--- config.mk ---
export PLATFORM = sky130hd
export DESIGN_NAME = table_waveform_generator_top
export DESIGN_NICKNAME = d
export VERILOG_FILES = /design/src/sv/twg_pkg.sv /design/src/sv/twg_base.sv /design/src/sv/table_waveform_generator_top.sv
export SDC_FILE = /design/constraint.sdc
export NUM_CORES = 1
export LEC_CHECK = 0
export BUFFER_PORTS_ARGS = -buffer_cell sky130_fd_sc_hd__buf_2
export CAP_MARGIN = 20
export CORE_MARGIN = 3
export CORE_UTILIZATION = 35
export DETAILED_ROUTE_END_ITERATION = 10
export PLACE_DENSITY = 0.5
export SLEW_MARGIN = 20
export SYNTH_ARGS = -nofsm -noshare
export SYNTH_HDL_FRONTEND = slang
export SYNTH_SLANG_ARGS = --single-unit
--- constraint.sdc ---
create_clock -name clk_i -period 10.3 [get_ports clk_i]
set_input_delay 1.03 -clock clk_i [delete_from_list [all_inputs] [get_ports clk_i]]
set_output_delay 1.03 -clock clk_i [all_outputs]
set_load 0.03 [all_outputs]
--- src/sv/twg_pkg.sv ---
`default_nettype none

package twg_pkg;

  // Full-scale DAC code and gain format.
  localparam int unsigned CodeW     = 12;
  localparam int unsigned GainW     = 15;
  localparam int unsigned PeriodW   = 16;
  localparam int unsigned GainShift = 14;
  localparam int unsigned TriW      = 13;
  localparam int unsigned SineAddrW = 8;
  localparam int unsigned IndexW    = 8;

  localparam logic [CodeW-1:0] FullScale = 12'd4095;

  // Configuration register indexes.
  localparam int unsigned CfgIdxW = 2;
  localparam logic [CfgIdxW-1:0] CfgShape  = 2'd0;
  localparam logic [CfgIdxW-1:0] CfgGain   = 2'd1;
  localparam logic [CfgIdxW-1:0] CfgPeriod = 2'd2;

  localparam int unsigned CfgDataW = 16;

  // Waveform shape codes; the fourth code produces a flat zero output.
  localparam logic [1:0] ShapeSine     = 2'd0;
  localparam logic [1:0] ShapeTriangle = 2'd1;
  localparam logic [1:0] ShapeSquare   = 2'd2;

  localparam logic [GainW-1:0]   GainReset   = 15'd16384;
  localparam logic [PeriodW-1:0] PeriodReset = 16'd1098;

  // First quarter of the sine wave, round(2047.5 * (1 + sin(2*pi*k/256))).
  function automatic logic [CodeW-1:0] quarter_sine(input logic [6:0] k);
    logic [CodeW-1:0] v;
    v = '0;
    case (k)
      7'd0:  v = 12'd2048;  7'd1:  v = 12'd2098;  7'd2:  v = 12'd2148;
      7'd3:  v = 12'd2198;  7'd4:  v = 12'd2248;  7'd5:  v = 12'd2298;
      7'd6:  v = 12'd2348;  7'd7:  v = 12'd2398;  7'd8:  v = 12'd2447;
      7'd9:  v = 12'd2496;  7'd10: v = 12'd2545;  7'd11: v = 12'd2594;
      7'd12: v = 12'd2642;  7'd13: v = 12'd2690;  7'd14: v = 12'd2737;
      7'd15: v = 12'd2784;  7'd16: v = 12'd2831;  7'd17: v = 12'd2877;
      7'd18: v = 12'd2923;  7'd19: v = 12'd2968;  7'd20: v = 12'd3013;
      7'd21: v = 12'd3057;  7'd22: v = 12'd3100;  7'd23: v = 12'd3143;
      7'd24: v = 12'd3185;  7'd25: v = 12'd3226;  7'd26: v = 12'd3267;
      7'd27: v = 12'd3307;  7'd28: v = 12'd3346;  7'd29: v = 12'd3385;
      7'd30: v = 12'd3423;  7'd31: v = 12'd3459;  7'd32: v = 12'd3495;
      7'd33: v = 12'd3530;  7'd34: v = 12'd3565;  7'd35: v = 12'd3598;
      7'd36: v = 12'd3630;  7'd37: v = 12'd3662;  7'd38: v = 12'd3692;
      7'd39: v = 12'd3722;  7'd40: v = 12'd3750;  7'd41: v = 12'd3777;
      7'd42: v = 12'd3804;  7'd43: v = 12'd3829;  7'd44: v = 12'd3853;
      7'd45: v = 12'd3876;  7'd46: v = 12'd3898;  7'd47: v = 12'd3919;
      7'd48: v = 12'd3939;  7'd49: v = 12'd3958;  7'd50: v = 12'd3975;
      7'd51: v = 12'd3992;  7'd52: v = 12'd4007;  7'd53: v = 12'd4021;
      7'd54: v = 12'd4034;  7'd55: v = 12'd4045;  7'd56: v = 12'd4056;
      7'd57: v = 12'd4065;  7'd58: v = 12'd4073;  7'd59: v = 12'd4080;
      7'd60: v = 12'd4085;  7'd61: v = 12'd4089;  7'd62: v = 12'd4093;
      7'd63: v = 12'd4094;  7'd64: v = 12'd4095;
      default: v = '0;
    endcase
    return v;
  endfunction

endpackage

`default_nettype wire

--- src/sv/twg_base.sv ---
`default_nettype none

// Selects the unscaled sample value for the current table position.
module twg_base #(
  parameter int unsigned TABLE_DEPTH = 256,
  parameter int unsigned PW          = $clog2(TABLE_DEPTH)
) (
  input  wire logic [1:0]                        shape_i,
  input  wire logic [PW-1:0]                     pos_i,
  input  wire logic [twg_pkg::SineAddrW-1:0]     sine_addr_i,
  input  wire logic [twg_pkg::TriW-1:0]          tri_up_i,
  input  wire logic [twg_pkg::TriW-1:0]          tri_down_i,
  output logic      [twg_pkg::TriW-1:0]          base_o
);

  localparam logic [PW-1:0] Half = PW'(TABLE_DEPTH / 2);

  logic [6:0]                  quarter_k;
  logic                        sine_neg;
  logic [twg_pkg::CodeW-1:0]   quarter_v;
  logic [twg_pkg::CodeW-1:0]   sine_v;
  logic                        first_half;

  // Fold the full-wave address onto the stored quarter wave.
  always_comb begin
    sine_neg  = 1'b0;
    quarter_k = sine_addr_i[6:0];
    if (sine_addr_i <= 8'd64) begin
      quarter_k = sine_addr_i[6:0];
    end else if (sine_addr_i <= 8'd128) begin
      quarter_k = 7'(8'd128 - sine_addr_i);
    end else if (sine_addr_i < 8'd192) begin
      quarter_k = 7'(sine_addr_i - 8'd128);
      sine_neg  = 1'b1;
    end else begin
      quarter_k = 7'(8'd0 - sine_addr_i);
      sine_neg  = 1'b1;
    end
  end

  assign quarter_v  = twg_pkg::quarter_sine(quarter_k);
  assign sine_v     = sine_neg ? (twg_pkg::FullScale - quarter_v) : quarter_v;
  assign first_half = (pos_i < Half);

  // With an odd table depth the falling half of the triangle can exceed full
  // scale before the gain, so the base keeps the wider triangle width.
  always_comb begin
    case (shape_i)
      twg_pkg::ShapeSine:     base_o = twg_pkg::TriW'(sine_v);
      twg_pkg::ShapeTriangle: base_o = first_half ? tri_up_i : tri_down_i;
      twg_pkg::ShapeSquare:   base_o = first_half ? '0
                                                  : twg_pkg::TriW'(twg_pkg::FullScale);
      default:                base_o = '0;
    endcase
  end

endmodule

`default_nettype wire

--- src/sv/table_waveform_generator_top.sv ---
`default_nettype none

// Lookup-table waveform source for a 12-bit DAC.
// Input channel: each beat is one timer tick; run_i = 1 counts the tick, run_i = 0
// leaves the tick counter and the table position untouched. Every beat is
// accepted whether or not it produces a sample.
// When the tick counter has reached sample_period, the beat emits one sample on
// the output channel: dac_code_o (sine, triangle, square or flat zero base value
// scaled by the Q1.14 gain and clamped at 4095), phase_index_o (low 8 bits of
// the table position) and cycle_end_o (set on the last table entry).
// A sample passes through the lookup register, which holds the table value of
// its tick beat, and then the output register, which holds the gain-scaled code.
// Throughput: one tick beat per cycle while in_ready_o is high. Table-position
// quotients are kept as running quotient and remainder registers, so no divider
// sits in the path. If the receiver stalls, one sample waits in the output
// register and a second in the lookup register; after that in_ready_o drops
// until the receiver takes a beat.
// Configuration: cfg_ready_o is always high; index 0 selects the shape, 1 the
// gain, 2 the sample period; other indexes are ignored. Write only while idle.
// Reset clears the tick counter and position and loads sine, unity gain and a
// period of 1098.
module table_waveform_generator_top #(
  parameter int unsigned TABLE_DEPTH = 256
) (
  input  wire logic                             clk_i,
  input  wire logic                             rst_ni,
  input  wire logic                             in_valid_i,
  output logic                                  in_ready_o,
  input  wire logic                             run_i,
  output logic                                  out_valid_o,
  input  wire logic                             out_ready_i,
  output logic [twg_pkg::CodeW-1:0]             dac_code_o,
  output logic [twg_pkg::IndexW-1:0]            phase_index_o,
  output logic                                  cycle_end_o,
  input  wire logic                             cfg_valid_i,
  output logic                                  cfg_ready_o,
  input  wire logic [twg_pkg::CfgIdxW-1:0]      cfg_index_i,
  input  wire logic [twg_pkg::CfgDataW-1:0]     cfg_data_i
);

  localparam int unsigned PW  = $clog2(TABLE_DEPTH);
  localparam int unsigned PW1 = PW + 1;
  localparam int unsigned TW  = twg_pkg::TriW;
  localparam int unsigned SW  = twg_pkg::SineAddrW;
  localparam int unsigned ProdW = twg_pkg::TriW + twg_pkg::GainW;

  localparam logic [PW1-1:0] Depth   = PW1'(TABLE_DEPTH);
  localparam logic [PW-1:0]  LastPos = PW'(TABLE_DEPTH - 1);
  // One table step advances 8190*pos/depth and 256*pos/depth by these amounts.
  localparam logic [TW-1:0]  TriQ  = TW'(8190 / TABLE_DEPTH);
  localparam logic [PW1-1:0] TriR  = PW1'(8190 % TABLE_DEPTH);
  localparam logic [SW-1:0]  SineQ = SW'(256 / TABLE_DEPTH);
  localparam logic [PW1-1:0] SineR = PW1'(256 % TABLE_DEPTH);

  // Configuration registers.
  logic [1:0]                     shape_q;
  logic [twg_pkg::GainW-1:0]      gain_q;
  logic [twg_pkg::PeriodW-1:0]    period_q;

  // Timer state and the running quotients that follow the table position.
  logic [twg_pkg::PeriodW-1:0]    tick_q, tick_d;
  logic [PW-1:0]                  pos_q, pos_d;
  logic [TW-1:0]                  up_quo_q, up_quo_d;
  logic [PW-1:0]                  up_rem_q, up_rem_d;
  logic [TW-1:0]                  dn_quo_q, dn_quo_d;
  logic [PW-1:0]                  dn_rem_q, dn_rem_d;
  logic [SW-1:0]                  sine_quo_q, sine_quo_d;
  logic [PW-1:0]                  sine_rem_q, sine_rem_d;

  // Lookup stage and output stage.
  logic                           lk_valid_q, lk_valid_d;
  logic [TW-1:0]                  lk_base_q;
  logic [twg_pkg::IndexW-1:0]     lk_index_q;
  logic                           lk_end_q;
  logic                           out_valid_q, out_valid_d;
  logic [twg_pkg::CodeW-1:0]      out_code_q;
  logic [twg_pkg::IndexW-1:0]     out_index_q;
  logic                           out_end_q;

  logic                           in_fire;
  logic                           count_tick;
  logic                           emit;
  logic                           out_load;
  logic [TW-1:0]                  base;
  logic [PW1-1:0]                 up_sum, dn_diff, sine_sum;
  logic                           up_carry, dn_borrow, sine_carry;
  logic [ProdW-1:0]               product;
  logic [ProdW-twg_pkg::GainShift-1:0] scaled;
  logic [twg_pkg::CodeW-1:0]      code;

  assign cfg_ready_o = 1'b1;

  // The output register loads a lookup sample when empty or when its beat leaves.
  assign out_load   = lk_valid_q && (!out_valid_q || out_ready_i);
  assign in_ready_o = !lk_valid_q || out_load;
  assign in_fire    = in_valid_i && in_ready_o;
  assign count_tick = in_fire && run_i;
  assign emit       = count_tick && (tick_q >= period_q);

  // Running quotient/remainder updates for one table step.
  assign up_sum     = PW1'(up_rem_q) + TriR;
  assign up_carry   = (up_sum >= Depth);
  assign dn_borrow  = (PW1'(dn_rem_q) < TriR);
  assign dn_diff    = dn_borrow ? (PW1'(dn_rem_q) + Depth - TriR) : (PW1'(dn_rem_q) - TriR);
  assign sine_sum   = PW1'(sine_rem_q) + SineR;
  assign sine_carry = (sine_sum >= Depth);

  always_comb begin
    tick_d     = tick_q;
    pos_d      = pos_q;
    up_quo_d   = up_quo_q;
    up_rem_d   = up_rem_q;
    dn_quo_d   = dn_quo_q;
    dn_rem_d   = dn_rem_q;
    sine_quo_d = sine_quo_q;
    sine_rem_d = sine_rem_q;
    if (count_tick) begin
      if (!emit) begin
        tick_d = tick_q + 1'b1;
      end else begin
        tick_d = '0;
        if (pos_q == LastPos) begin
          // Wrap to the start of the table; every quotient restarts there.
          pos_d      = '0;
          up_quo_d   = '0;
          up_rem_d   = '0;
          dn_quo_d   = TW'(8190);
          dn_rem_d   = '0;
          sine_quo_d = '0;
          sine_rem_d = '0;
        end else begin
          pos_d      = pos_q + 1'b1;
          up_quo_d   = up_quo_q + TriQ + TW'(up_carry);
          up_rem_d   = up_carry ? PW'(up_sum - Depth) : PW'(up_sum);
          dn_quo_d   = dn_quo_q - TriQ - TW'(dn_borrow);
          dn_rem_d   = PW'(dn_diff);
          sine_quo_d = sine_quo_q + SineQ + SW'(sine_carry);
          sine_rem_d = sine_carry ? PW'(sine_sum - Depth) : PW'(sine_sum);
        end
      end
    end
  end

  twg_base #(
    .TABLE_DEPTH(TABLE_DEPTH),
    .PW         (PW)
  ) u_base (
    .shape_i    (shape_q),
    .pos_i      (pos_q),
    .sine_addr_i(sine_quo_q),
    .tri_up_i   (up_quo_q),
    .tri_down_i (dn_quo_q),
    .base_o     (base)
  );

  always_comb begin
    lk_valid_d = lk_valid_q;
    if (emit) begin
      lk_valid_d = 1'b1;
    end else if (out_load) begin
      lk_valid_d = 1'b0;
    end
  end

  always_comb begin
    out_valid_d = out_valid_q;
    if (out_load) begin
      out_valid_d = 1'b1;
    end else if (out_ready_i) begin
      out_valid_d = 1'b0;
    end
  end

  // Gain scaling: truncate the Q1.14 product and clamp at full scale.
  assign product = ProdW'(lk_base_q) * ProdW'(gain_q);
  assign scaled  = product[ProdW-1:twg_pkg::GainShift];
  assign code    = (scaled > (ProdW-twg_pkg::GainShift)'(twg_pkg::FullScale))
                   ? twg_pkg::FullScale : scaled[twg_pkg::CodeW-1:0];

  always_ff @(posedge clk_i or negedge rst_ni) begin
    if (!rst_ni) begin
      shape_q     <= twg_pkg::ShapeSine;
      gain_q      <= twg_pkg::GainReset;
      period_q    <= twg_pkg::PeriodReset;
      tick_q      <= '0;
      pos_q       <= '0;
      up_quo_q    <= '0;
      up_rem_q    <= '0;
      dn_quo_q    <= TW'(8190);
      dn_rem_q    <= '0;
      sine_quo_q  <= '0;
      sine_rem_q  <= '0;
      lk_valid_q  <= 1'b0;
      out_valid_q <= 1'b0;
    end else begin
      if (cfg_valid_i) begin
        case (cfg_index_i)
          twg_pkg::CfgShape:  shape_q  <= cfg_data_i[1:0];
          twg_pkg::CfgGain:   gain_q   <= cfg_data_i[twg_pkg::GainW-1:0];
          twg_pkg::CfgPeriod: period_q <= cfg_data_i[twg_pkg::PeriodW-1:0];
          default: ;
        endcase
      end
      tick_q      <= tick_d;
      pos_q       <= pos_d;
      up_quo_q    <= up_quo_d;
      up_rem_q    <= up_rem_d;
      dn_quo_q    <= dn_quo_d;
      dn_rem_q    <= dn_rem_d;
      sine_quo_q  <= sine_quo_d;
      sine_rem_q  <= sine_rem_d;
      lk_valid_q  <= lk_valid_d;
      out_valid_q <= out_valid_d;
    end
  end

  always_ff @(posedge clk_i) begin
    if (emit) begin
      lk_base_q  <= base;
      lk_index_q <= twg_pkg::IndexW'(pos_q);
      lk_end_q   <= (pos_q == LastPos);
    end
    if (out_load) begin
      out_code_q  <= code;
      out_index_q <= lk_index_q;
      out_end_q   <= lk_end_q;
    end
  end

  assign out_valid_o   = out_valid_q;
  assign dac_code_o    = out_code_q;
  assign phase_index_o = out_index_q;
  assign cycle_end_o   = out_end_q;

  // The running quotients restart together with the table position.
  a_pos_zero_quotients: assert property (@(posedge clk_i) disable iff (!rst_ni)
    (pos_q == '0) |-> (up_quo_q == '0 && up_rem_q == '0 && sine_quo_q == '0
                       && sine_rem_q == '0 && dn_quo_q == TW'(8190)))
    else $error("table quotients out of step with position");

  // A tick that emits restarts the counter.
  a_emit_clears_tick: assert property (@(posedge clk_i) disable iff (!rst_ni)
    emit |=> (tick_q == '0))
    else $error("tick counter not cleared after a sample");

  // A sample held in the lookup stage is never dropped while the output stalls.
  a_lookup_held: assert property (@(posedge clk_i) disable iff (!rst_ni)
    (lk_valid_q && out_valid_q && !out_ready_i) |=> (lk_valid_q && out_valid_q))
    else $error("sample lost during output stall");

  // An emitting tick is only accepted while the lookup stage has room.
  a_no_overwrite: assert property (@(posedge clk_i) disable iff (!rst_ni)
    emit |-> (!lk_valid_q || out_load))
    else $error("lookup stage overwritten");

endmodule

`default_nettype wire

==> results of run 1 <==
## layout by cell type, fill, tap and decap left out, types with 7 or more instances in the layout
master and instances:
a211o_1 7, a211oi_1 13, a21o_1 14, a21oi_1 49
a31oi_1 9, and2_1 103, and3_1 14, buf_2 45
buf_4 10, clkbuf_16 17, dfrtp_1 90, dfstp_2 17
edfxtp_1 43, fa_1 142, ha_1 111, inv_1 227
mux2_2 35, mux2i_1 14, nand2_1 177, nand2b_1 11
nand3_1 41, nand4_1 19, nor2_1 86, nor2b_1 7
nor3_1 18, o21ai_0 97, o31ai_1 16, or3_1 12
xnor2_1 16, xor2_1 19
## cell families after synthesis
kind of cell	Yosys count	share of synthesized area, %
muxes	52	4.166
DFF	150	27.45
adders and majority gates	253	29.11
xor gates and xnor gates	36	2.221
AOI/OAI and AO/OA	261	11.47
other	1	0.02580
buffers and inverters	306	8.126
and+or+nand+nor	515	17.43
## power groups by stage
stage	registers, mW	clock network, mW	logic (mW)
3_5_place_dp	0.877	0	3.56
3_3_place_gp	0.874	0	3.49
5_1_grt	0.879	0.687	4.11
4_1_cts	0.866	0.662	3.59
6_report	0.864	0.644	3.52
2_1_floorplan	0.814	0	2.90
## worst min path at each step
stage | to | startpoint | slack, ns | cells after the start
2_1_floorplan | cycle_end_o | lk_end_q | 0.40 | 0
6_report | phase_index_o[6] | lk_index_q[6] | 0.42 | 0
3_5_place_dp | phase_index_o[3] | lk_index_q[3] | 0.40 | 0
5_1_grt | phase_index_o[3] | lk_index_q[3] | 0.43 | 0
4_1_cts | phase_index_o[3] | lk_index_q[3] | 0.42 | 0
3_3_place_gp | phase_index_o[5] | lk_index_q[5] | 0.41 | 0
## flip-flops by register name, indices dropped and copies added (netlist names), 2 cells and up
register	count
period_q	16
tick_q	16
gain_q	15
dn_quo_q	13
lk_base_q	13
up_quo_q	13
dac_code_o	12
lk_index_q	8
phase_index_o	8
pos_q	8
sine_quo_q	8
dn_rem_q	7
up_rem_q	7
shape_q	2
## layer usage
metal / up-vias / wire length (um) / part of all wire, % / GRT usage, %
li1: 5207 / - / - / -
met4: 0 / 453 / 1.3 / 3.695
met1: 5251 / 16860 / 49 / 23.17
met5: - / 0 / 0 / 0
met2: 192 / 15500 / 45 / 25.29
met3: 33 / 1256 / 3.7 / 3.004
## final cells by class
type                            instances  area [um2]  area share, %
Sequential cell                       150        3990          25.28
Multi-Input combinational cell       1118        9365          59.32
Timing Repair Buffer                   55       300.3          1.902
Inverter                              229       859.6          5.445
Tap cell                              532       665.6          4.217
Clock buffer                           17       425.4          2.695
Clock inverter                         15       180.2          1.141
==> impl_results.md, run 1 <==
- Most instantiated library cell after synthesis: inv_1
- Final hold vios: 0
- H-tree depth: 4
- Final Skew: 0.01227 ns
- RSZ-0062 raised after global routing: false
- Clock sink count: 150
- Fillcell total: 4120
- Clk pwr share: 12.8%
- Yosys warnings: 0
- Vias post-DR: 10680
- Buf/Inv on CP: 4
- Slack of the critical path: 3.397 ns
- Worst slew pin tran: 1.028 ns
- DR vias/cell: 5.049
- Crit. path cell count: 20
- Mapped Nets: 1851
- Cts hold-fix bufs: 0
- First-pass GRT wire length: 57630 um
- Setup WS pre-CTS: 3.303 ns
- Max-slew headroom: 31.49%
- Syn avg cell area: 9.235 um2
- Routed WL: 34070 um
- Critical path startpoint: gain_q[5]
- Clk root buf: clkbuf_16
- Delay-heaviest family, CP: adder cells
- CTS buffer count: 17
- Antenna Nets Post-Route: 0
- CP Cell Sequence: and2_1 -> fa_1 -> inv_1 -> fa_1 -> inv_1 -> fa_1 -> inv_1 -> fa_1 -> fa_1 -> inv_1 -> ha_1 -> a21oi_1 -> nand3_1 -> o211a_1 -> o41a_1 -> a31o_2 -> o221ai_1 -> o221ai_1 -> mux2i_1 -> o21ai_0
- Drt first pass iters: 5
- Clk buf depth: 2
- CP Data Arrival Time: 7.05 ns
- Comb power frac: 70.0%
- WHS: 0.4244 ns
- Synth area leaders: fa_1 (20%), dfrtp_1 (15%), ha_1 (9.6%)
- Commonest cells post-synth: inv_1 (229), nand2_1 (177), fa_1 (142), ha_1 (111), and2_1 (104)
- Synth unique cells: 79
- Switching Fraction: 46.61%
- Non-filler cells, final: 2116
- Starting DRT DRC Count: 565
- Max incr delay on CP: 0.73 ns
- Synth Register Bits: 150
- GPL Wtd Cong: 0.8385
- Mapped Cells: 1574
- GR Overflow Total: 0
- CP max FO: 14
- # rows: 74
- Die area: 0.04401 mm2
- Maxcap violations: 0
- Final Max Tran Viols: 0
- Min Clock Period, post-route: 6.903 ns
- TNS Setup: 0 ns
- CTS tree: built
- Largest net degree at the start of global routing: 56
- Setup crit start kind: register
- Fraction of layout cells with a size suffix above 1: 9.975%
- Achievable Freq: 144.9 MHz
- Worst skew pair latency: 0.45 ns
- Initial Utilization: 35.52%
- CTS resizes: 0
- Post-CTS Setup Inserts: 0
- Initial antenna violation count: 0
- Clock slew seen by the registers of the worst setup and hold paths: 0.08 ns
- FF-to-FF Start: gain_q[5]
- Sw Pwr: 2.342 mW
- Setup slack, reg-to-reg: 3.40 ns
- Worst setup endpoint: dac_code_o[5]
- Die H: 209.8 um
- P&R area growth vs syn: 8.608%
- WL per Instance: 16.10 um
- R2r endpoint: dac_code_o[5]
- Number of synthesized flops with an enable pin: 43
- Io pins: 48
- Core Footprint: 0.04092 mm2
- Top cell type by total area after synthesis: fa_1
- Cell area after placement: 0.01518 mm2
- Status: finished, final reports clean
- Leak Pwr: 7.357 nW
- Die width: 209.8 um
- Worst min-delay path class: reg -> reg
- Inserted Diodes: 0
- Post-layout nets: 1848
- Seq/Total Area, Yosys: 27.45%
- Final Total Pwr: 5.024 mW
- PortBufs: 46
- CP required: 10.44 ns
- Async set-reset flop share out of synthesis: 71.33%
- Vias in the first global route: 11140
- Main synth FF type: dfrtp_1
- Synth Cell Area: 0.01454 mm2
- Peak VDD IR: 252.9 uV
- Fin area: 0.01579 mm2
- # DRC: 0
- Crit share post-route: 67.02%
- Cell-internal power: 2.682 mW
- Area share of the largest cell type after synthesis: 19.56%
- Crit Path Class: reg -> reg
- Dpl hpwl: 25450 um
- Slowest cell on crit path: mux2i_1
- Setup-failing EPs final: 0
- Util after Layout: 38.57%
- Reg power frac: 17.2%
- Placed Instances: 2084
- Crit end category: register
- Gr usage total: 16.10%
- Critical path's most frequent cell: fa_1
- Cell area power density: 318.3 mW/mm2
- R2R depth: 20
(Power assumes the default switching activity.)
==> inputs of run 2 (changes only) <==
--- a/config.mk
+++ b/config.mk
@@ -5,12 +5,13 @@
 export SDC_FILE = /design/constraint.sdc
 export NUM_CORES = 1
 export LEC_CHECK = 0
+export ABC_AREA = 1
 export BUFFER_PORTS_ARGS = -buffer_cell sky130_fd_sc_hd__buf_2
 export CAP_MARGIN = 20
 export CORE_MARGIN = 3
 export CORE_UTILIZATION = 35
 export DETAILED_ROUTE_END_ITERATION = 10
-export PLACE_DENSITY = 0.5
+export PLACE_DENSITY = 0.52
 export SLEW_MARGIN = 20
 export SYNTH_ARGS = -nofsm -noshare
 export SYNTH_HDL_FRONTEND = slang
==> constraint.sdc (replaced) <==
create_clock -name clk_i -period 5.95 [get_ports clk_i]
set_input_delay 0.595 -clock clk_i [delete_from_list [all_inputs] [get_ports clk_i]]
set_output_delay 0.595 -clock clk_i [all_outputs]
set_load 0.03 [all_outputs]
==> impl_results.md, run 2 <==
- Slowest cell on crit path: dfrtp_1
- Crit end category: register
- Die width: 213.2 um
- Seq/Total Area, Yosys: 26.55%
- Post-CTS Setup Inserts: 0
- Final Skew: 0.008022 ns
- Die area: 0.04547 mm2
- Largest regs: period_q: 16 flops, tick_q: 16 flops, gain_q: 15 flops
- Mapped Nets: 2245
- Initial Utilization: 35.59%
- Achievable Freq: 178.2 MHz
- Final hold vios: 0
- Main synth FF type: dfrtp_1
- Clk buf depth: 2
- # rows: 75
- GPL Wtd Cong: 0.9026
- Mapped Cells: 1968
- Synth Register Bits: 150
- Dpl hpwl: 28650 um
- Initial antenna violation count: 2
- Number of synthesized flops with an enable pin: 43
- Area share of the largest cell type after synthesis: 18.91%
- CP Data Arrival Time: 5.79 ns
- Most frequent cells in the layout: nand2_1 (490), inv_1 (442), fa_1 (142)
- Io pins: 48
- Max-slew headroom: 41.71%
- Die H: 213.2 um
- R2R depth: 19
- Crit Path Class: reg -> reg
- Syn avg cell area: 7.638 um2
- Top cell type by total area after synthesis: fa_1
- PortBufs: 46
- CTS resizes: 0
- Setup crit start kind: register
- Min Clock Period, post-route: 5.610 ns
- Yosys warnings: 0
- Maxcap violations: 0
- CTS tree: built
- Post-layout nets: 2270
- DR vias/cell: 4.792
- P&R area growth vs syn: 9.607%
- Fraction of layout cells with a size suffix above 1: 7.527%
- Worst min-delay path class: in -> async
- Core Footprint: 0.04223 mm2
- Gr usage total: 16.89%
- Most instantiated library cell after synthesis: nand2_1
- GR Overflow Total: 0
- Clk root buf: clkbuf_16
- Commonest non-fill, non-tap cell in the layout: nand2_1
- CTS buffer count: 17
- Cts hold-fix bufs: 0
- Final Max Tran Viols: 0
- Clock sink count: 150
- TNS Setup: 0 ns
- Max incr delay on CP: 0.58 ns
- H-tree depth: 4
- Async set-reset flop share out of synthesis: 71.33%
- Synth area leaders: fa_1 (19%), dfrtp_1 (15%), nand2_1 (12%)
- Setup-failing EPs final: 0
- Starting DRT DRC Count: 707
- CP max FO: 14
- Clock slew seen by the registers of the worst setup and hold paths: 0.07 ns
- Commonest cells post-synth: nand2_1 (490), inv_1 (442), fa_1 (142), nand3_1 (127), ha_1 (111)
- Antenna Nets Post-Route: 0
- Synth unique cells: 43
- RSZ-0062 raised after global routing: false
- Synth Cell Area: 0.01503 mm2
- First-pass GRT wire length: 61890 um
- CP required: 6.13 ns
- Vias post-DR: 12200
- Vias in the first global route: 12080
- WL per Instance: 14.46 um
- # DRC: 0
- Routed WL: 36810 um
- Largest net degree at the start of global routing: 68
- Status: finished, final reports clean
- Drt first pass iters: 5
- CP Cell Sequence: nand2_1 -> inv_1 -> fa_1 -> inv_1 -> fa_1 -> fa_1 -> inv_1 -> fa_1 -> inv_1 -> fa_1 -> inv_1 -> ha_1 -> a21oi_1 -> o21ai_0 -> a221oi_1 -> nand2_1 -> xor2_1 -> buf_4 -> nand3_1
- Crit share post-route: 94.29%
- Worst slew pin tran: 0.8744 ns
- Worst skew pair latency: 0.44 ns
[run 2: changes by cell type after synthesis, moves of 13 or more]
cell and change:
a211oi_1 -13, nand3_1 +86, mux2i_1 -14, inv_1 +213
nand2_1 +313, and3_1 -14, a21oi_1 +36, and2_1 -103
mux2_2 -35
[run 2: path summary, 6_finish.rpt]
kind / endpoint / slack, ns / startpoint
hold / removal: lk_valid_q / 0.26 / rst_ni
min in group clk_i: period_q[15] / 0.40 / cfg_data_i[15]
setup reg to reg: dac_code_o[11] / 0.34 / gain_q[7]
hold reg to reg: phase_index_o[7] / 0.43 / lk_index_q[7]
setup / recovery: dac_code_o[11] / 0.34 / gain_q[7]
max in group asynchronous: dn_quo_q[2] / 4.59 / rst_ni
[run 2: cell type report]
cell class                      count  area [um2]
Clock inverter                     14       163.9
Tap cell                          539       674.4
Antenna cell                        1       2.502
Fill cell                        4334       25750
Clock buffer                       18       429.2
Sequential cell                   150        3990
Inverter                          448        1682
Multi-Input combinational cell   1302        9077
Timing Repair Buffer               74       455.4
[run 2: per-layer routing]
| layer | global-route usage [%] | routed length (um) | up-vias |
|---|---|---|---|
| met5 | 0 | 13 | - |
| met4 | 4.558 | 652 | 2 |
| met3 | 2.542 | 1546 | 47 |
| met2 | 27.02 | 16790 | 251 |
| met1 | 23.98 | 17810 | 5796 |
| li1 | - | - | 6105 |
[run 2: logic make-up (layout without fill, tap and decap cells)]
family                     Yosys count  in the layout  synth area share (%)
AOI/OAI and AO/OA                  224            224                 7.816
other                                1              2               0.02495
xor gates and xnor gates            33             33                 1.923
and+or+nand+nor                    791            791                 22.37
DFF                                150            150                 26.55
buffers and inverters              516            554                 13.17
adders and majority gates          253            253                 28.15
[run 2: worst max-delay path: cells and delay by family (launching register included)]
kind            cells  cell delay [ns]
fa+ha+maj           6             2.98
compound gates      3             0.79
flops               1             0.58
buf+inv             6             0.47
simple gates        3             0.38
xor+xnor            1             0.13
[run 2: per-stage QoR]
| stage | hold slack, ns | instances | cell area, um2 | utilization [%] | setup WS [ns] |
|---|---|---|---|---|---|
| finish | 0.2577 | 2546 | 16470 | 39.01 | 0.3399 |
| detailed placement | 0.4045 | 2500 | 15760 | 37.32 | 0.1909 |
| global placement | 0.4073 | 2500 | 15760 | 37.31 | 0.1463 |
| global route | 0.3262 | 2545 | 16470 | 39.01 | 0.002711 |
| floorplan | 0.2994 | 1968 | 15030 | - | 0.5514 |
| CTS | 0.2904 | 2532 | 16350 | 38.72 | 0.1993 |
Power of run 2 is not shown: default switching activity piles up to over one toggle a cycle in this logic, so the estimate is an artifact.
